<file path="src/ship_rrip_stream_aware_replacement_macros.svh">
// Assertion macros used by the replacement policy top level.
// Included by files that carry concurrent assertions; depends on nothing.
`ifndef SHIP_RRIP_STREAM_AWARE_REPLACEMENT_MACROS_SVH
`define SHIP_RRIP_STREAM_AWARE_REPLACEMENT_MACROS_SVH

// The consequent must hold in the same cycle as the antecedent.
`define SHIPRR_ASSERT_SAME(label, clk, rstn, ante, cons) \
    label: assert property (@(posedge clk) disable iff (!(rstn)) (ante) |-> (cons)) \
        else $error("shiprr: same-cycle check failed");

// The consequent must hold in the cycle after the antecedent.
`define SHIPRR_ASSERT_NEXT(label, clk, rstn, ante, cons) \
    label: assert property (@(posedge clk) disable iff (!(rstn)) (ante) |=> (cons)) \
        else $error("shiprr: next-cycle check failed");

`endif

</file>
<file path="src/shiprr_pkg.sv">
// Shared types and constants of the stream-aware RRIP replacement block.
// Depends on nothing; used by the row update logic and the top level.
package shiprr_pkg;

    localparam int NUM_SETS       = 2048;
    localparam int NUM_WAYS       = 16;
    localparam int SIGNATURE_BITS = 4;

    localparam int SET_W    = $clog2(NUM_SETS);
    localparam int WAY_W    = $clog2(NUM_WAYS);
    localparam int NUM_SIGS = 1 << SIGNATURE_BITS;
    localparam int AGE_W    = 2;
    localparam int CTR_W    = 2;
    localparam int BLK_W    = 32;
    localparam int PC_W     = 8;
    localparam int WAYF_W   = 4;

    localparam logic [AGE_W-1:0] AGE_MAX = 2'd3;
    localparam logic [CTR_W-1:0] CTR_MAX = 2'd3;

    // Operation codes carried in the input tuser.
    localparam logic OP_VICTIM = 1'b0;
    localparam logic OP_UPDATE = 1'b1;

    typedef enum logic [1:0] {
        ST_CLEAR,
        ST_IDLE,
        ST_WRITE
    } state_t;

    // Everything one set keeps, held as one memory row.
    typedef struct packed {
        logic [BLK_W-1:0]                           prev_block;
        logic                                       stream;
        logic [NUM_SIGS-1:0][CTR_W-1:0]             ctr;
        logic [NUM_WAYS-1:0][SIGNATURE_BITS-1:0]    sig;
        logic [NUM_WAYS-1:0][AGE_W-1:0]             age;
    } row_t;

    // One accepted item, less the set index that addresses the row.
    typedef struct packed {
        logic              op;
        logic [WAYF_W-1:0] way;
        logic              hit;
        logic [BLK_W-1:0]  blk;
        logic [PC_W-1:0]   pc;
    } item_t;

    localparam row_t ROW_RESET = '{
        prev_block: '0,
        stream:     1'b0,
        ctr:        {NUM_SIGS{2'b01}},
        sig:        '0,
        age:        '1
    };

endpackage

</file>
<file path="src/shiprr_row_update.sv">
// Combinational modify step: ages the set for a victim request, or applies
// a hit or miss update to the row. Depends on shiprr_pkg.
module shiprr_row_update
    import shiprr_pkg::*;
(
    input  row_t              row_in,
    input  item_t             item,
    output row_t              row_out,
    output logic [WAYF_W-1:0] victim
);

    logic [AGE_W-1:0]          oldest;
    logic [AGE_W-1:0]          add;
    logic [BLK_W-1:0]          delta;
    logic                      stream_new;
    logic [BLK_W-1:0]          sig_full;
    logic [SIGNATURE_BITS-1:0] sig_new;
    logic [SIGNATURE_BITS-1:0] sig_old;
    logic [CTR_W-1:0]          ctr_old;
    logic [CTR_W-1:0]          ctr_new;
    logic [AGE_W-1:0]          ins_age;
    logic [WAY_W-1:0]          widx;
    logic                      way_ok;

    always_comb begin
        row_out = row_in;
        victim  = '0;

        // Oldest age in the set, found bit by bit across the ways.
        oldest[1] = 1'b0;
        for (int w = 0; w < NUM_WAYS; w++) begin
            oldest[1] = oldest[1] | row_in.age[w][1];
        end
        oldest[0] = 1'b0;
        for (int w = 0; w < NUM_WAYS; w++) begin
            oldest[0] = oldest[0] | ((row_in.age[w][1] == oldest[1]) & row_in.age[w][0]);
        end
        add = AGE_MAX - oldest;

        // Streaming detector on the block address stride.
        delta = item.blk - row_in.prev_block;
        stream_new = row_in.stream;
        if (row_in.prev_block != '0) begin
            if (delta == BLK_W'(1) || delta == '1) begin
                stream_new = 1'b1;
            end else if (delta != '0) begin
                stream_new = 1'b0;
            end
        end

        // Signature of this access, and the counters involved.
        sig_full = BLK_W'(item.pc) ^ BLK_W'(item.pc >> 4) ^ (item.blk >> 2);
        sig_new  = sig_full[SIGNATURE_BITS-1:0];
        widx     = item.way[WAY_W-1:0];
        way_ok   = (32'(item.way) < NUM_WAYS);
        sig_old  = row_in.sig[widx];
        ctr_old  = row_in.ctr[sig_old];
        ctr_new  = row_in.ctr[sig_new];

        if (stream_new) begin
            ins_age = AGE_MAX;
        end else if (ctr_new >= 2'd2) begin
            ins_age = 2'd0;
        end else if (ctr_new == 2'd1) begin
            ins_age = 2'd2;
        end else begin
            ins_age = AGE_MAX;
        end

        if (item.op == OP_VICTIM) begin
            // Age the set so that at least one way reaches the maximum,
            // then take the lowest such way.
            for (int w = 0; w < NUM_WAYS; w++) begin
                row_out.age[w] = row_in.age[w] + add;
            end
            for (int w = NUM_WAYS - 1; w >= 0; w--) begin
                if (row_out.age[w] == AGE_MAX) begin
                    victim = WAYF_W'(w);
                end
            end
        end else begin
            row_out.stream     = stream_new;
            row_out.prev_block = item.blk;
            if (way_ok) begin
                if (item.hit) begin
                    // Promote the line and strengthen its signature.
                    row_out.age[widx] = '0;
                    if (ctr_old != CTR_MAX) begin
                        row_out.ctr[sig_old] = ctr_old + 2'd1;
                    end
                end else begin
                    // Fill: retag the line, weaken the evicted signature.
                    row_out.sig[widx] = sig_new;
                    row_out.age[widx] = ins_age;
                    if (ctr_old != '0) begin
                        row_out.ctr[sig_old] = ctr_old - 2'd1;
                    end
                end
            end
        end
    end

endmodule

</file>
<file path="config.mk">
export PLATFORM = sky130hd
export DESIGN_NAME = shiprr_row_update
export DESIGN_NICKNAME = d
export VERILOG_FILES = /design/src/ship_rrip_stream_aware_replacement_macros.svh /design/src/shiprr_pkg.sv /design/src/shiprr_row_update.sv
export SDC_FILE = /design/constraint.sdc
export NUM_CORES = 1
export LEC_CHECK = 0
export ABC_CLOCK_PERIOD_IN_PS = 6500
export BUFFER_PORTS_ARGS = -buffer_cell sky130_fd_sc_hd__buf_2
export CORE_AREA = 2 2 144 146
export DETAILED_ROUTE_END_ITERATION = 8
export DIE_AREA = 0 0 146 148
export GPL_TIMING_DRIVEN = 0
export PLACE_DENSITY_LB_ADDON = 0.05
export REMOVE_ABC_BUFFERS = 1
export SYNTH_ARGS = -nofsm -noshare
export SYNTH_HDL_FRONTEND = slang
export SYNTH_SLANG_ARGS = --single-unit
export TNS_END_PERCENT = 10
</file>
<file path="constraint.sdc">
create_clock -name vclk -period 6.5
set_input_delay 0.325 -clock vclk [all_inputs]
set_output_delay 0.325 -clock vclk [all_outputs]
set_load 0.01 [all_outputs]
</file>
-- After elaboration in Yosys (flattened, before gate mapping)
Cells that the tools add are included.
- register bits: 0
- input bits: 207
- output and inout port bits: 165
- word-level logic and storage cells: 164
- $add $sub $neg: 20
- order comparisons: 6
- equality and inequality tests: 36
- mux-type cells: 46
- bitwise gates (word level): 50
- reductions and logical operators: 6
- operators by type and width (operator ; number):
    32-bit 2-to-1 mux ; 5
    129-bit 2-to-1 mux ; 1
    32-bit bitwise mux ; 3
    4-bit 2-to-1 mux ; 19
    64-bit bitwise mux ; 1
    64-bit 2-to-1 mux ; 1
    32-bit nonzero test ; 2
    2-bit adder ; 16
    32-bit AND ; 1
    2-bit == test (second input constant) ; 16
    32-bit by 1-bit == test with 1-bit output (second input constant) ; 1
    32-bit == test (second input constant) ; 1
    32-bit inverter ; 1
    32-bit subtractor ; 1
    1-bit OR ; 30
    1-bit AND ; 16
    2-bit binary-select mux with 4-bit select ; 2
    4-bit binary-select mux with 4-bit select ; 1
    2-bit demux with 4-bit select ; 2
    4-bit demux with 4-bit select ; 1
    1-bit == test ; 16
    4-bit by 5-bit less-than comparator with 1-bit output (second input constant) ; 3
    2-bit 2-to-1 mux ; 6
    4-bit by 1-bit >= comparator with 1-bit output (second input constant) ; 2
    11 further kinds ; 16

-- Depth between registers and ports, before layout
Gate-level depths: netlist of run 1.
- depth after elaboration: 52
- depth in mapped cells: 17
- mapped depth without buffers: 15

-- Least setup slack after synthesis of run 1
No wires, ideal clock.
- path type: in2out
- start: in row_in[21] in the netlist's numbering
- end: out victim[0]
- arrival time: 4.122 ns
- data required time: 6.175 ns
- path slack: 2.053 ns
- stages: 16
- buffers on the path: 2
- path through: nor4_1 -> nand4_1 -> nor2_1 -> clkbuf_1 -> clkbuf_1 -> o21ai_0 -> o2111ai_1 -> nor4_1 -> ha_1 -> o21ai_0 -> and3b_1 -> o21ai_0 -> a21boi_0 -> o21ai_0 -> a31oi_1 -> or2_2
- word-level cells in the longest chain between the ends: 43
- elaborated cells on any way between the ends: 103
- classes of those cells: 17 x add/sub; 32 x eq/ne; 17 x mux; 37 x bitwise
- RTL lines (element ; line ; source):
    from (decl) ; shiprr_row_update.sv:6 ; input row_t row_in,
    1-bit OR (6 in a row) ; shiprr_row_update.sv:32 ; oldest[1] = oldest[1] | row_in.age[w][1];
    1-bit == test ; shiprr_row_update.sv:36 ; oldest[0] = oldest[0] | ((row_in.age[w][1] == oldest[1]) & row_in.age[w][0]);
    1-bit AND ; shiprr_row_update.sv:36 ;
    1-bit OR (15 in a row) ; shiprr_row_update.sv:36 ;
    2-bit subtractor ; shiprr_row_update.sv:38 ; add = AGE_MAX - oldest;
    2-bit adder ; shiprr_row_update.sv:74 ; row_out.age[w] = row_in.age[w] + add;
    2-bit == test ; shiprr_row_update.sv:77 ; if (row_out.age[w] == AGE_MAX) begin
    4-bit 2-to-1 mux (15 in a row) ; shiprr_row_update.sv:77 ;
    4-bit 2-to-1 mux (*) ; shiprr_row_update.sv:77 ;
    4-bit 2-to-1 mux (*) ; shiprr_row_update.sv:70 ; if (item.op == OP_VICTIM) begin
    to (decl) ; shiprr_row_update.sv:9 ; output logic [WAYF_W-1:0] victim
Mark *: on every way between the ends. The rest lies on a longest branch, timed or not.

==> impl_metrics.tcl, run 1 <==
set metrics [dict create \
    outcome "completed" \
    nNetsFinal 1819 \
    start_kind "input port" \
    io_pins 372 \
    design.seq.count 0 \
    slew_viol_final 0 \
    dp_cells 1830 \
    grt_pass1_wl_um 57800 \
    post_cts_buffers 0 \
    critPathSlowestCell "mux4_2" \
    die_y_um 148 \
    max_stage_delay_ns 0.73 \
    hpwlAfterDp_um 31000 \
    critPathMaxFanout 24 \
    cts_hold_buf 0 \
    num_rows 52 \
    wirelength_um 37800 \
    finalCritPeriodShare_pct 87.1 \
    netlist-cell-type-count 87 \
    synth.largest_area_cell "nand2_1" \
    synth_top_area_share_pct 12.4 \
    rsz0062_at_grt "false" \
    grt_use_total_pct 33.3 \
    slew_headroom_pct 18.6 \
    post-route-min-period_ns 5.66 \
    worstHoldPathType "input port to output pin" \
    required_ns 6.17 \
    synth.avg_cell_area_sq_um 6.27 \
    port_buffers 372 \
    whs_ns 0.945 \
    drv_cap 0 \
    dieWidth_um 146 \
    via_per_inst 5.96 \
    yosysSeqAreaShare_pct 0 \
    path_buf_inv 3 \
    layoutNonFillerInstCount 1833 \
    vdd_ir_drop_max_mv 0.0489 \
    die_area_sq_um 21600 \
    gp_congestion 0.969 \
    clock_buffers 0 \
    grt_remaining_overflow 0 \
    crit_family "multiplexers" \
    syn_to_final_growth_pct 25.5 \
    cts_resized 0 \
    nFillCells 2189 \
    antenna_found_initial 3 \
    setup_viol 0 \
    path_cells "buf_2, mux4_2, mux4_2, mux4_2, mux2_2, o21ai_2, inv_2, ha_1, nor2_1, mux2i_1, nor2b_1, a21oi_1, a31oi_1, buf_2" \
    grt_max_degree 112 \
    routedWlPerCell_um 20.6 \
    p_leak_uw 0.00477 \
    seqCellArea_sq_um 0 \
    synth_cells 1258 \
    worst_pin_slew_ns 1.21 \
    p_per_area_nw_per_um2 110 \
    core-area_sq_um 20000 \
    critical_path_class "input port to output pin" \
    fmax_ghz 0.177 \
    drtIter0Drc 693 \
    dr_total_vias 10900 \
    endpoint_kind "output pin" \
    ys.warnings.count 0 \
    drc 0 \
    hold_path.startpoint "row_in[43]" \
    finalHoldViolations 0 \
    crit_top_cell "mux4_2" \
    antenna_left 0 \
    drt_first_pass_iters 5 \
    synthTopCellsByArea "nand2_1 12%, o21ai_0 12%, mux4_2 10%" \
    initial_core_util_pct 39.3 \
    grt_pass1_vias 10100 \
    drive_above_1_share_pct 30.4 \
    synth_area_sq_um 7890 \
    cp.arrival_ns 5.33 \
    worstSetupStartpoint "item[41]" \
]
-- power by group --
| part | internal [uW] | total [uW] | switching (uW) | leakage [uW] |
|---|---|---|---|---|
| clock | 0.0000622 | 0.0000622 | 0 | 0.0000000190 |
| combinational | 405 | 1090 | 686 | 0.00477 |
| sequential | 0 | 0 | 0 | 0 |
| total | 405 | 1090 | 686 | 0.00477 |
-- worst paths after layout --
kind / endpoint / slack, ns / cells past startpoint
worst max-delay path: row_out[106] / 0.84 / 14
worst min-delay path: row_out[43] / 0.95 / 4
-- cell usage in the layout, fill, tap and decap left out, types with 12 or more instances in the layout --
master    instances
buf_2           371
nand2_1         260
o21ai_0         186
a21oi_1         103
nor2_1           73
inv_1            49
ha_1             49
mux4_2           36
nor3_1           34
nand3_1          26
o31ai_1          26
mux2i_1          25
nand2b_1         24
xnor2_1          23
nand4_1          22
nor4_1           21
xor2_1           21
a31oi_1          17
a211oi_1         14
o21ai_2          13
nor2b_1          12
-- cell families after synthesis --
group | synth area share, %
AO/OA/AOI/OAI | 34.4
XOR/XNOR | 5.33
adder cells (fa/ha/maj) | 8.03
buffers and inverters | 7.17
multiplexers | 14.6
AND/OR/NAND/NOR | 30.5
-- final cells by class --
type | instances | area, sq um | share of cell area [%]
multi-input cells | 1129 | 7380 | 74.5
repair buffers | 381 | 1990 | 20.1
well taps | 270 | 338 | 3.41
inverters | 50 | 188 | 1.90
diodes | 3 | 7.51 | 0.0759
-- routing by layer --
| layer | GRT usage [%] | up-vias | wire length [um] | part of all wire, % |
|---|---|---|---|---|
| met2 | 59.5 | 491 | 18300 | 48 |
| met3 | 2.38 | 75 | 2210 | 5.8 |
| met1 | 42.3 | 5097 | 15700 | 42 |
| met4 | 11.8 | 2 | 1550 | 4.1 |
| met5 | 0 | - | 11 | 0.029 |
| li1 | - | 5254 | - | - |
-- metrics by stage --
step	total power (uW)	TNS, ns	setup slack, ns	instance area [sq um]	utilization (%)
6_report	1090	0	0.842	9890	49.4
5_1_grt	1180	0	0.532	9890	49.4
3_3_place_gp	1050	-19.22	-0.900	9710	48.4
4_1_cts	1080	0	0.878	9890	49.3
2_1_floorplan	656	0	1.59	7510	-
3_5_place_dp	1070	0	0.916	9890	49.3
-- Yosys cell counts (7+ instances only) --
cell type	count
o21ai_1	11
nand3_1	26
nor4_1	22
mux4_2	36
nand2_1	260
ha_1	49
buf_4	7
a21oi_1	104
nor2b_1	12
nor3_1	34
xnor2_1	27
and2_1	7
o21ai_2	13
o21ai_0	186
xor2_1	21
inv_1	49
nand4_1	22
nand2b_1	24
o211ai_1	9
clkbuf_1	54
a211oi_1	14
mux2i_1	25
buf_2	9
nor2_1	74
o31ai_1	26
a31oi_1	18
mux2_2	8
-- worst min-delay path, cell delays in order --
cell and delay, ns:
buf_2 0.08, nand2_1 0.04, o21ai_0 0.05, buf_2 0.12
(Power assumes the default switching activity.)
==> run 2, diff against run 1 <==
--- a/config.mk
+++ b/config.mk
@@ -5,11 +5,11 @@
 export SDC_FILE = /design/constraint.sdc
 export NUM_CORES = 1
 export LEC_CHECK = 0
-export ABC_CLOCK_PERIOD_IN_PS = 6500
+export ABC_CLOCK_PERIOD_IN_PS = 6000
 export BUFFER_PORTS_ARGS = -buffer_cell sky130_fd_sc_hd__buf_2
-export CORE_AREA = 2 2 144 146
+export CORE_AREA = 2 2 145 147
 export DETAILED_ROUTE_END_ITERATION = 8
-export DIE_AREA = 0 0 146 148
+export DIE_AREA = 0 0 147 149
 export GPL_TIMING_DRIVEN = 0
 export PLACE_DENSITY_LB_ADDON = 0.05
 export REMOVE_ABC_BUFFERS = 1
==> constraint.sdc (replaced) <==
create_clock -name vclk -period 6
set_input_delay 0.3 -clock vclk [all_inputs]
set_output_delay 0.3 -clock vclk [all_outputs]
set_load 0.01 [all_outputs]
==> impl_metrics.tcl, run 2 (same netlist as run 1, synthesis figures left out) <==
set metrics [dict create \
    outcome "completed" \
    pre_cts_slack_ns 0.324 \
    drv_cap 0 \
    dieWidth_um 147 \
    antenna_found_initial 5 \
    nNetsFinal 1819 \
    drt_first_pass_iters 6 \
    design.seq.count 0 \
    cp.arrival_ns 5.21 \
    slew_viol_final 0 \
    rsz0062_at_grt "false" \
    post-route-min-period_ns 5.51 \
    port_buffers 372 \
    nFillCells 2253 \
    clock_buffers 0 \
    fmax_ghz 0.182 \
    worstHoldPathType "input port to output pin" \
    seqCellArea_sq_um 0 \
    die_area_sq_um 21900 \
    holdPathEnd "row_out[35]" \
    finalHoldViolations 0 \
    top_usage_layer "met2" \
    mostFrequentLayoutCells "371 x buf_2, 260 x nand2_1, 186 x o21ai_0" \
    worst_pin_slew_ns 1.20 \
    grt_pass1_vias 9891 \
    p_per_area_nw_per_um2 119 \
    num_rows 53 \
    syn_to_final_growth_pct 25.7 \
    drtIter0Drc 643 \
    start_kind "input port" \
    io_pins 372 \
    slew_headroom_pct 19.4 \
    vdd_ir_drop_max_mv 0.0461 \
    grt_use_met3_pct 3.18 \
    setup_viol 0 \
    grt_use_met1_pct 39.7 \
    antenna_left 0 \
    grt_use_total_pct 32.1 \
    grt_pass1_wl_um 56000 \
    grt_remaining_overflow 0 \
    post-route-util_pct 48.2 \
    holdPathStages 4 \
    gp_congestion 0.926 \
    drc 0 \
    core-area_sq_um 20600 \
    drive_above_1_share_pct 30.4 \
    via_per_inst 5.91 \
    initial_core_util_pct 38.4 \
    endpoint_kind "output pin" \
    cts_hold_buf 0 \
    hold_path.startpoint "row_in[35]" \
    required_ns 5.70 \
    layout_commonest_cell "buf_2" \
    timing.final.ws_setup_ns 0.493 \
    wirelength_um 37300 \
    die_y_um 149 \
    grt_max_degree 112 \
    dr_total_vias 10900 \
    hpwlAfterDp_um 30500 \
    critical_path_class "input port to output pin" \
    grt.met2_usage_pct 58.3 \
    finalCritPeriodShare_pct 91.8 \
    multi_input_area_sq_um 7380 \
    p_leak_uw 0.00478 \
    routedWlPerCell_um 20.3 \
    critPathMaxFanout 24 \
]
==> run 2: layer usage <==
metal	wire, um	up-vias
met5	22	-
li1	-	5260
met4	1490	4
met1	15000	5036
met3	2470	81
met2	18300	477
==> run 2: metrics by stage <==
stage	setup TNS [ns]	hold WS (ns)	instances	power (uW)	cell area [sq um]
2_1_floorplan	0	0.674	1179	711	7510
3_3_place_gp	-19.33	0.898	1826	1140	9710
3_5_place_dp	0	0.903	1835	1160	9900
4_1_cts	0	0.902	1835	1160	9900
5_1_grt	0	0.922	1837	1280	9910
6_report	0	0.904	1838	1170	9910
==> run 2: repair_timing <==
action / CTS / global route
setup buffers: 0 / 0
endpoints found under the setup margin: 0 / 2
resized for setup: 0 / 1
==> run 2: worst max-delay path, cell delays in order <==
cell      delay (ns)
buf_2           0.61
mux4_2          0.65
mux4_2          0.73
mux4_2          0.52
mux2_2          0.29
o21ai_2         0.17
inv_2           0.16
ha_1            0.37
nand2b_1        0.57
mux2i_1         0.17
a211oi_1        0.42
buf_2           0.21
==> run 2: where the power goes <==
part | switching (uW) | internal (uW)
registers | 0 | 0
logic | 735 | 439
clock network | 0 | 0.0000669
==> run 2: worst max path at each step <==
stage / from / to / depth (start not counted)
finish: item[41] / row_out[103] / 12
global route: item[41] / row_out[100] / 14
CTS: item[41] / row_out[100] / 14
detailed placement: item[41] / row_out[100] / 14
global placement: item[10] / row_out[2] / 11
floorplan: item[0] / row_out[0] / 9
==> run 2: final cells by class <==
class | count | share of cell area, %
multi-input cells | 1129 | 74.5
repair buffers | 381 | 20.1
well taps | 275 | 3.47
inverters | 50 | 1.89
diodes | 3 | 0.0758
==> run 3, diff against run 2 <==
--- a/config.mk
+++ b/config.mk
@@ -5,13 +5,13 @@
 export SDC_FILE = /design/constraint.sdc
 export NUM_CORES = 1
 export LEC_CHECK = 0
-export ABC_CLOCK_PERIOD_IN_PS = 6000
 export BUFFER_PORTS_ARGS = -buffer_cell sky130_fd_sc_hd__buf_2
-export CORE_AREA = 2 2 145 147
+export CORE_AREA = 4 4 143 145
 export DETAILED_ROUTE_END_ITERATION = 8
 export DIE_AREA = 0 0 147 149
 export GPL_TIMING_DRIVEN = 0
 export PLACE_DENSITY_LB_ADDON = 0.05
+export RECOVER_POWER = 25
 export REMOVE_ABC_BUFFERS = 1
 export SYNTH_ARGS = -nofsm -noshare
 export SYNTH_HDL_FRONTEND = slang
==> impl_metrics.tcl, run 3 (same netlist as run 1, synthesis figures left out) <==
set metrics [dict create \
    outcome "complete, but fails checks" \
    violations "capacitance limit, slew limit" \
    worstHoldPathType "input port to output pin" \
    critPathMaxFanout 24 \
    vdd_ir_drop_max_mv 0.0615 \
    cts_hold_buf 0 \
    finalHoldViolations 0 \
    post-route-min-period_ns 5.59 \
    drc 0 \
    port_buffers 372 \
    antenna_found_initial 8 \
    via_per_inst 5.96 \
    setup_viol 0 \
    post-route-util_pct 51.3 \
    grt_max_degree 114 \
    io_pins 372 \
    dieWidth_um 147 \
    dp_cells 1825 \
    clock_buffers 0 \
    endpoint_kind "output pin" \
    wirelength_um 37800 \
    finalCritPeriodShare_pct 93.2 \
    hpwlAfterDp_um 31300 \
    worst_pin_slew_ns 1.95 \
    core-area_sq_um 19200 \
    rsz0062_at_grt "false" \
    antenna_left 0 \
    slew_viol_final 53 \
    grt_pass1_vias 9906 \
    routedWlPerCell_um 20.6 \
    gp_congestion 0.969 \
    grt_use_total_pct 31.9 \
    grt_pass1_wl_um 56200 \
    slew_headroom_pct -30.2 \
    p_per_area_nw_per_um2 119 \
    layout_commonest_cell "buf_2" \
    post_cts_buffers 0 \
    drt_first_pass_iters 5 \
    die_y_um 149 \
    power_uw 1170 \
    design.seq.count 0 \
    die_area_sq_um 21900 \
    mostFrequentLayoutCells "333 x buf_2, 260 x nand2_1, 186 x o21ai_0" \
    drive_above_1_share_pct 27.9 \
    cts_resized 0 \
    start_kind "input port" \
    required_ns 5.70 \
    grt_remaining_overflow 0 \
    layoutNonFillerInstCount 1832 \
    nFillCells 2047 \
    p_leak_uw 0.00466 \
    critical_path_class "input port to output pin" \
    seqCellArea_sq_um 0 \
    num_rows 51 \
    cp.arrival_ns 5.29 \
    fmax_ghz 0.179 \
    drtIter0Drc 698 \
    syn_to_final_growth_pct 25.0 \
    dr_total_vias 10900 \
    initial_core_util_pct 41.1 \
    nNetsFinal 1819 \
    drv_cap 1 \
]
## run 3: cell types whose count changed in the layout (fill, tap and decap cells not counted), sizes merged
cell and delta:
buf -39, clkbuf +39, diode +4
## run 3: worst paths after layout
| check | start | endpoint | slack [ns] | depth (start not counted) |
|---|---|---|---|---|
| worst max-delay path | item[41] | row_out[98] | 0.41 | 14 |
| worst min-delay path | row_in[53] | row_out[53] | 0.90 | 4 |
## run 3: per-stage QoR
step | TNS, ns | setup WS (ns) | hold slack [ns] | area [sq um]
CTS | 0 | 0.454 | 0.903 | 9890
detailed placement | 0 | 0.463 | 0.903 | 9890
floorplan | 0 | 1.14 | 0.674 | 7510
global placement | -19.27 | -0.869 | 0.894 | 9700
global route | 0 | 0.108 | 0.928 | 9850
finish | 0 | 0.408 | 0.901 | 9850
## run 3: power breakdown
part | switching (uW) | total, uW | internal (uW)
Combinational | 737 | 1170 | 435
Sequential | 0 | 0 | 0
Clock | 0 | 0.000156 | 0.000156
## run 3: layout make-up
type | count | area (sq um) | area share (%)
Tap cell | 265 | 332 | 3.36
Multi-Input combinational cell | 1129 | 7380 | 74.8
Timing Repair Buffer | 381 | 1940 | 19.7
Antenna cell | 7 | 17.5 | 0.178
Inverter | 50 | 188 | 1.90
## run 3: critical path, stage by stage
cell and delay [ns]:
buf_2 0.59, mux4_2 0.64, mux4_2 0.73, mux4_2 0.52, mux2_2 0.28, o21ai_2 0.17
inv_2 0.17, ha_1 0.30, mux2i_1 0.24, nand2_1 0.10, nor3_1 0.62, a21oi_1 0.15
a31oi_1 0.27, buf_2 0.19
## run 3: layer usage
layer,part of all wire (%),GRT usage [%]
met2,49,57.8
met3,8.2,4.47
met4,4.6,13.4
met5,0.056,0
met1,38,37.8
